File: config.mk
export PLATFORM = sky130hd
export DESIGN_NAME = bounded_word_set_core
export DESIGN_NICKNAME = d
export VERILOG_FILES = /design/src/bwset_pkg.sv /design/src/bwset_ctrl.sv /design/src/bwset_dp.sv /design/src/bounded_word_set_core.sv
export VERILOG_INCLUDE_DIRS = /design/src /design/src/src
export SDC_FILE = /design/constraint.sdc
export NUM_CORES = 2
export LEC_CHECK = 0
export ABC_AREA = 0
export BUFFER_PORTS_ARGS = -buffer_cell sky130_fd_sc_hd__clkbuf_2
export CAP_MARGIN = 5
export CORE_MARGIN = 2
export CORE_UTILIZATION = 60
export DETAILED_ROUTE_END_ITERATION = 7
export GPL_TIMING_DRIVEN = 0
export PLACE_DENSITY = 0.76
export RECOVER_POWER = 25
export SYNTH_ARGS = -nofsm -noshare
export SYNTH_HDL_FRONTEND = slang
export SYNTH_SLANG_ARGS = --single-unit
File: constraint.sdc
create_clock -name clk -period 12.1 [get_ports clk]
set_input_delay 1.21 -clock clk [delete_from_list [all_inputs] [get_ports clk]]
set_output_delay 1.21 -clock clk [all_outputs]
set_load 0.1 [all_outputs]
File: src/bounded_word_set_core_defines.svh
// Assertion macros for the bounded word set core.
// Included by the top level; expects clk and rst_n in scope.
`ifndef BOUNDED_WORD_SET_CORE_DEFINES_SVH
`define BOUNDED_WORD_SET_CORE_DEFINES_SVH

// Same-cycle implication, checked outside reset
`define BWSET_ASSERT_NOW(label, ante, cons, msg) \
  label: assert property (@(posedge clk) disable iff (!rst_n) (ante) |-> (cons)) \
    else $error(msg);

// Next-cycle implication, checked outside reset
`define BWSET_ASSERT_NEXT(label, ante, cons, msg) \
  label: assert property (@(posedge clk) disable iff (!rst_n) (ante) |=> (cons)) \
    else $error(msg);

`endif

File: src/bwset_pkg.sv
// Shared types and constants for the bounded word set core.
// No dependencies; imported by the controller, datapath and top level.
package bwset_pkg;

  localparam int CAPACITY = 32;
  localparam int WORD_W   = 32;
  localparam int KIND_W   = 3;
  localparam int IDX_W    = 5;
  localparam int CNTO_W   = 6;
  localparam int STAT_W   = 2;
  localparam int COUNT_W  = $clog2(CAPACITY + 1);
  localparam int POS_W    = $clog2(CAPACITY);
  localparam int CMP_W    = (COUNT_W > IDX_W) ? COUNT_W : IDX_W;

  typedef enum logic [KIND_W-1:0] {
    KIND_ADD    = 3'd0,
    KIND_REMOVE = 3'd1,
    KIND_TEST   = 3'd2,
    KIND_READ   = 3'd3,
    KIND_CLEAR  = 3'd4
  } kind_t;

  typedef enum logic [STAT_W-1:0] {
    STAT_OK    = 2'd0,
    STAT_FULL  = 2'd1,
    STAT_RANGE = 2'd2
  } status_t;

  typedef enum logic [1:0] {
    ST_IDLE,
    ST_CMP,
    ST_APPLY
  } state_t;

  // Commands from the controller to the datapath
  typedef struct packed {
    logic load;
    logic cmp;
    logic commit;
  } dp_cmd_t;

endpackage

File: src/bwset_ctrl.sv
// Controller for the bounded word set core: sequences compare and commit.
// Depends on bwset_pkg; drives the datapath through dp_cmd_t.
module bwset_ctrl (
  input  logic              clk,
  input  logic              rst_n,
  input  logic              in_valid,
  output logic              in_ready,
  output logic              out_valid,
  input  logic              out_ready,
  output bwset_pkg::dp_cmd_t cmd
);
  import bwset_pkg::*;

  state_t state_r, state_nxt;
  logic   out_valid_r, out_valid_nxt;
  logic   commit;

  // Hold state and result flag
  always_ff @(posedge clk) begin
    if (!rst_n) begin
      state_r     <= ST_IDLE;
      out_valid_r <= 1'b0;
    end else begin
      state_r     <= state_nxt;
      out_valid_r <= out_valid_nxt;
    end
  end

  // Next state and commands
  always_comb begin
    state_nxt  = state_r;
    commit     = (state_r == ST_APPLY) && (!out_valid_r || out_ready);
    in_ready   = (state_r == ST_IDLE) || commit;
    cmd.load   = in_valid && in_ready;
    cmd.cmp    = (state_r == ST_CMP);
    cmd.commit = commit;
    case (state_r)
      ST_IDLE: begin
        if (in_valid) state_nxt = ST_CMP;
      end
      ST_CMP: begin
        state_nxt = ST_APPLY;
      end
      ST_APPLY: begin
        if (commit) state_nxt = in_valid ? ST_CMP : ST_IDLE;
      end
      default: begin
        state_nxt = ST_IDLE;
      end
    endcase
    // Load a new result on commit, drop it when taken
    if (commit)         out_valid_nxt = 1'b1;
    else if (out_ready) out_valid_nxt = 1'b0;
    else                out_valid_nxt = out_valid_r;
  end

  assign out_valid = out_valid_r;

endmodule

File: src/bwset_dp.sv
// Datapath for the bounded word set core: member cells, compare, result.
// Depends on bwset_pkg; driven by commands from bwset_ctrl.
module bwset_dp (
  input  logic                              clk,
  input  logic                              rst_n,
  input  bwset_pkg::dp_cmd_t                cmd,
  input  logic [bwset_pkg::KIND_W-1:0]      in_kind,
  input  logic [bwset_pkg::WORD_W-1:0]      in_value,
  input  logic [bwset_pkg::IDX_W-1:0]       in_index,
  output logic                              out_found,
  output logic [bwset_pkg::WORD_W-1:0]      out_member_out,
  output logic [bwset_pkg::CNTO_W-1:0]      out_count_out,
  output logic [bwset_pkg::STAT_W-1:0]      out_status
);
  import bwset_pkg::*;

  // Request registers
  logic [KIND_W-1:0]   kind_r;
  logic [WORD_W-1:0]   value_r;
  logic [IDX_W-1:0]    index_r;

  // Member cells and count
  logic [WORD_W-1:0]   store_r   [CAPACITY];
  logic [WORD_W-1:0]   store_nxt [CAPACITY];
  logic [COUNT_W-1:0]  count_r, count_nxt;

  // First matching cell, one-hot
  logic [CAPACITY-1:0] hit;
  logic [CAPACITY-1:0] first_r, first_nxt;

  // Result registers
  logic                found_r, found_nxt;
  logic [WORD_W-1:0]   member_r, member_nxt;
  logic [STAT_W-1:0]   status_r, status_nxt;

  logic [CAPACITY-1:0] shift_mask;
  logic                present;
  logic                add_en, shift_en;
  logic [POS_W-1:0]    add_pos;
  logic [POS_W-1:0]    rd_pos;

  // Capture the request
  always_ff @(posedge clk) begin
    if (cmd.load) begin
      kind_r  <= in_kind;
      value_r <= in_value;
      index_r <= in_index;
    end
  end

  // Compare every live cell against the request word, keep the first hit
  always_comb begin
    for (int i = 0; i < CAPACITY; i++) begin
      hit[i] = (store_r[i] == value_r) && (COUNT_W'(i) < count_r);
    end
    first_nxt = hit & (~hit + CAPACITY'(1));
  end

  always_ff @(posedge clk) begin
    if (cmd.cmp) first_r <= first_nxt;
  end

  // Work out the update and the result
  always_comb begin
    present    = |first_r;
    shift_mask = ~(first_r - CAPACITY'(1));
    add_pos    = POS_W'(count_r);
    rd_pos     = POS_W'(index_r);
    add_en     = 1'b0;
    shift_en   = 1'b0;
    count_nxt  = count_r;
    found_nxt  = 1'b0;
    member_nxt = '0;
    status_nxt = STAT_OK;
    case (kind_r)
      KIND_ADD: begin
        if (present) begin
          found_nxt = 1'b1;
        end else if (count_r == COUNT_W'(CAPACITY)) begin
          status_nxt = STAT_FULL;
        end else begin
          add_en    = 1'b1;
          count_nxt = count_r + COUNT_W'(1);
        end
      end
      KIND_REMOVE: begin
        if (present) begin
          found_nxt = 1'b1;
          shift_en  = 1'b1;
          count_nxt = count_r - COUNT_W'(1);
        end
      end
      KIND_TEST: begin
        found_nxt = present;
      end
      KIND_READ: begin
        if (CMP_W'(index_r) < CMP_W'(count_r)) member_nxt = store_r[rd_pos];
        else                                  status_nxt = STAT_RANGE;
      end
      KIND_CLEAR: begin
        count_nxt = '0;
      end
      default: begin
      end
    endcase
    // Append at the tail, or close the gap left by a removed word
    for (int j = 0; j < CAPACITY; j++) begin
      store_nxt[j] = store_r[j];
      if (add_en && (add_pos == POS_W'(j))) begin
        store_nxt[j] = value_r;
      end else if (shift_en && shift_mask[j] && (j < CAPACITY - 1)) begin
        store_nxt[j] = store_r[(j < CAPACITY - 1) ? j + 1 : j];
      end
    end
  end

  // Commit cells and result payload
  always_ff @(posedge clk) begin
    if (cmd.commit) begin
      for (int j = 0; j < CAPACITY; j++) store_r[j] <= store_nxt[j];
      found_r  <= found_nxt;
      member_r <= member_nxt;
      status_r <= status_nxt;
    end
  end

  always_ff @(posedge clk) begin
    if (!rst_n)          count_r <= '0;
    else if (cmd.commit) count_r <= count_nxt;
  end

  assign out_found      = found_r;
  assign out_member_out = member_r;
  assign out_status     = status_r;

  // Count after the last committed request
  assign out_count_out  = CNTO_W'(count_r);

endmodule

File: src/bounded_word_set_core.sv
// Top level of the bounded word set core: controller plus datapath.
// Depends on bwset_pkg, bwset_ctrl, bwset_dp and the assertion header.
//
//   channel  direction  handshake             payload
//   in_      input      in_valid / in_ready   in_kind, in_value, in_index
//   out_     output     out_valid / out_ready out_found, out_member_out,
//                                             out_count_out, out_status
//
// Each request passes through a compare state, which checks the word against all
// member cells in parallel, and an apply state, which commits the add, shift or read into the cells.
// A new request can be taken in the commit cycle, while the previous one commits.
// Reset clears the count and the control; cells hold junk until written.
// The result register holds one finished result; commit waits while it is
// still full and not being taken.
`include "bounded_word_set_core_defines.svh"

module bounded_word_set_core (
  input  logic                          clk,
  input  logic                          rst_n,
  input  logic                          in_valid,
  output logic                          in_ready,
  input  logic [bwset_pkg::KIND_W-1:0]  in_kind,
  input  logic [bwset_pkg::WORD_W-1:0]  in_value,
  input  logic [bwset_pkg::IDX_W-1:0]   in_index,
  output logic                          out_valid,
  input  logic                          out_ready,
  output logic                          out_found,
  output logic [bwset_pkg::WORD_W-1:0]  out_member_out,
  output logic [bwset_pkg::CNTO_W-1:0]  out_count_out,
  output logic [bwset_pkg::STAT_W-1:0]  out_status
);
  import bwset_pkg::*;

  dp_cmd_t cmd;

  bwset_ctrl u_ctrl (
    .clk       (clk),
    .rst_n     (rst_n),
    .in_valid  (in_valid),
    .in_ready  (in_ready),
    .out_valid (out_valid),
    .out_ready (out_ready),
    .cmd       (cmd)
  );

  bwset_dp u_dp (
    .clk            (clk),
    .rst_n          (rst_n),
    .cmd            (cmd),
    .in_kind        (in_kind),
    .in_value       (in_value),
    .in_index       (in_index),
    .out_found      (out_found),
    .out_member_out (out_member_out),
    .out_count_out  (out_count_out),
    .out_status     (out_status)
  );

  // A dropped add only happens with the set at capacity
  `BWSET_ASSERT_NOW(a_full_at_cap, out_valid && (out_status == STAT_FULL), (out_count_out == CNTO_W'(CAPACITY)) && !out_found, "full status without a full set")
  // A rejected read returns no word
  `BWSET_ASSERT_NOW(a_range_zero, out_valid && (out_status == STAT_RANGE), (out_member_out == '0) && !out_found, "range status with data")
  // Accepted request keeps the core busy through its compare cycle
  `BWSET_ASSERT_NEXT(a_busy_after_accept, in_valid && in_ready, !in_ready, "request taken during compare")

endmodule
==> run_results.csv <==
group,metric,value,unit
logic_synthesis,yosys_warnings,0,
setup_path,critPathMaxStageDelay,1.13,ns
finish,mostFrequentLayoutCell,"edfxtp_1",
timing,hold_slack,0.447,ns
setup_path,critPathMaxFanout,26,
grt,grt_overflow_total,0,
outcome,violations,"capacitance limit, slew limit",
route,wl,314,mm
placement,post-place-ws,6.49,ns
die,ios,87,
logic_synthesis,synth_area_leaders,"edfxtp_1 (49%), mux2_2 (14%), mux4_2 (11%), xor2_1 (8.6%), xnor2_1 (4.8%)",
placement,gp_congestion,1.10,
timing,fin_crit_sh,54.0,%
setup_path,cp-end-kind,"flip-flop",
setup_path,cp.buffers_inverters,4,
route,num_vias,50100,
route,routed-wl-met2,136,mm
timing,skew,0.0253,ns
finish,layout_common_cells,"edfxtp_1 (1131), mux2_2 (866), xor2_1 (673), xnor2_1 (375), mux4_2 (320)",
cts,cts_hold_buf,0,
cts,clockRootBuffer,"clkbuf_16",
grt,antenna_found_initial,16,
placement,dp_cells,6450,
grt,grt_usage,53.4,%
die,placementRows,124,
die,die_area,117000,um2
route,viasPerCell,7.48,
timing,setup_ws,5.57,ns
logic_synthesis,async_reset_ff_share,0,%
setup_path,startpoint_type,"flip-flop",
setup_path,rr_startpoint,"u_dp.first_r[0]",
cts,htreeDepth,4,
outcome,outcome,"finished with violations",
setup_path,critPathSlowestCell,"nor4_1",
setup_path,cp_data_arrival_time,7.01,ns
grt,grt_max_degree,33,
timing,finalSetupViolCount,0,
setup_path,reg2reg_to,"u_dp.store_r[13][22]",
finish,drive_gt1_share,32.4,%
finish,instances_no_fill,6699,
finish,synthToLayoutAreaGrowth,10.9,%
cts,ctsResizeCount,0,
setup_path,rrSetupSlack,5.57,ns
route,drc,0,
logic_synthesis,ys.flop_type,"edfxtp_1",
setup_path,crit_family,"simple AND/OR/NAND/NOR gates",
setup_path,cp.depth,11,
logic_synthesis,syn_nets,4861,
route,ant_nets,0,
timing,rsz0062_at_grt,"false",
die,die-width,342,um
timing,fin_tns_setup,0,ns
flow_run,maxCapViolations,6,
logic_synthesis,synth_edf_count,1131,
logic_synthesis,synth_cells,4803,
finish,nets,5141,
timing,hold_violations,0,
placement,postPlaceCellArea,72200,um2
logic_synthesis,synth_top_cell_by_area,"edfxtp_1",
logic_synthesis,synth_top_cell_area_share,49.5,%
finish,design_area,76100,um2
setup_path,reg2reg_depth,11,
cts,cts_buffers,133,
route,wl_met1,97.6,mm
logic_synthesis,synth_cell_types,63,
grt,grt_pass1_vias,47300,
hold_path,hold_class,"reg -> reg",
pwr,ir_drop,0.129,mV
timing,slew_violations,130,
cts,post-cts-setup-buffers,0,
die,coreArea,114000,um2
cts,clk_latency,0.80,ns
cts,path_clk_slew,0.06,ns
route,drt_iter0_drc,8838,
setup_path,required,12.57,ns
timing,slew_headroom,-112,%
cts,cts_tree,"built",
logic_synthesis,synth_area,68600,um2
setup_path,crit_path_end,"u_dp.store_r[13][22]",
placement,dp_hpwl,253,mm
route,dr.pass1.iters,6,
timing,worst_pin_slew,3.17,ns
pwr,leakagePower,25.2,nW
setup_path,critPathKind,"reg -> reg",
cts,cts_max_path_buffers,3,
setup_path,crit_start,"u_dp.first_r[0]",
route,wire_per_inst,46.9,um
cts,clkSinkCount,1140,
logic_synthesis,avgSynthCellArea,14.3,um2
die,start_util,60.3,%
pwr,power.density,124,nW/um2
timing,fmax,0.153,GHz
setup_path,path_cells,"inv_1 > ha_1 > nand2b_1 > nor4_1 > nand4_4 > nor3_1 > clkbuf_1 > nand3_1 > buf_4 > a21oi_4 > buf_12",
logic_synthesis,ys_seq_area_share,49.7,%
grt,grt_pass1_wl,411,mm
logic_synthesis,synth_seq_cells,1140,
placement,io_buffers,86,
die,die_y,342,um
route,wl_met3,36.9,mm
timing,min_period,6.53,ns
route,top_layer_used,"met5",
## cell type report
| type | instances | area (um2) |
|---|---|---|
| Timing Repair Buffer | 145 | 1280 |
| Multi-Input combinational cell | 3216 | 32600 |
| Fill cell | 8269 | 37800 |
| Clock inverter | 65 | 634 |
| Tap cell | 1512 | 1890 |
| Antenna cell | 6 | 15.0 |
| Sequential cell | 1140 | 34100 |
| Clock buffer | 168 | 3530 |
| Buffer | 427 | 1960 |
| Inverter | 20 | 75.1 |
## worst reg2reg max path, cell delays in order, from the launching register on
cell and delay (ns):
edfxtp_1 0.52, inv_1 0.13, ha_1 0.54, nand2b_1 0.12, nor4_1 1.13, nand4_4 0.23
nor3_1 0.89, clkbuf_1 0.83, nand3_1 0.78, buf_4 0.45, a21oi_4 0.32, buf_12 0.25
## logic make-up (layout without fill, tap and decap cells)
logic type	Yosys count	count (layout)	synth area share, %
and+or+nand+nor	717	717	6.16
DFF	1140	1140	49.7
AOI/OAI and AO/OA	172	172	1.43
muxes	1263	1263	26.0
xor gates and xnor gates	1050	1050	13.4
other	0	6	0
adders and majority gates	14	14	0.255
buffers and inverters	447	825	3.05
## flip-flops by register name (all words and copies together) (netlist names)
signal / count
u_dp.value_r: 32
u_dp.out_status: 2
u_dp.store_r: 1024
u_ctrl.state_r: 2
u_ctrl.out_valid: 1
u_dp.kind_r: 3
u_dp.out_count_out: 6
u_dp.out_found: 1
u_dp.index_r: 5
u_dp.first_r: 32
u_dp.out_member_out: 32
## synthesized netlist by cell type, drive strengths merged (10+ instances only)
master,instances
xnor2,376
clkbuf,180
edfxtp,1131
buf,247
nand4,125
xor2,674
nor3,56
or4,10
inv,20
mux2i,35
or3,12
mux4,320
nor4,192
mux2,908
nand3,60
nand2,128
nor2,74
ha,14
o21ai,87
and3,15
a21oi,41
## how the worst min path moves through the flow
| stage | from | to | slack (ns) | cells after the start |
|---|---|---|---|---|
| finish | u_dp.value_r[17] | u_dp.store_r[31][17] | 0.45 | 0 |
| global placement | u_dp.value_r[17] | u_dp.store_r[31][17] | 0.42 | 0 |
| floorplan | u_dp.value_r[0] | u_dp.store_r[31][0] | 0.42 | 0 |
| detailed placement | u_dp.value_r[4] | u_dp.store_r[31][4] | 0.43 | 0 |
| global route | u_dp.value_r[23] | u_dp.store_r[31][23] | 0.46 | 0 |
| CTS | u_dp.value_r[17] | u_dp.store_r[31][17] | 0.45 | 0 |
## metal layers
metal | up-vias | track usage, %
met2 | 4860 | 79.4
met1 | 24900 | 59.7
li1 | 19000 | -
met5 | - | 0
met3 | 1314 | 14.6
met4 | 16 | 57.8
## power by group
part	switching [mW]	internal, mW
logic	0.794	0.291
clock network	1.80	2.25
registers	0.0221	4.31
total	2.61	6.86
## through the flow
step | util, % | power, mW
final | 66.8 | 9.47
after global routing | 66.8 | 9.52
after CTS | 67.1 | 9.32
after detailed placement | 63.4 | 5.41
after global placement | 62.3 | 5.39
after floorplan | - | 4.93
Power figures use the tool's default switching activity.
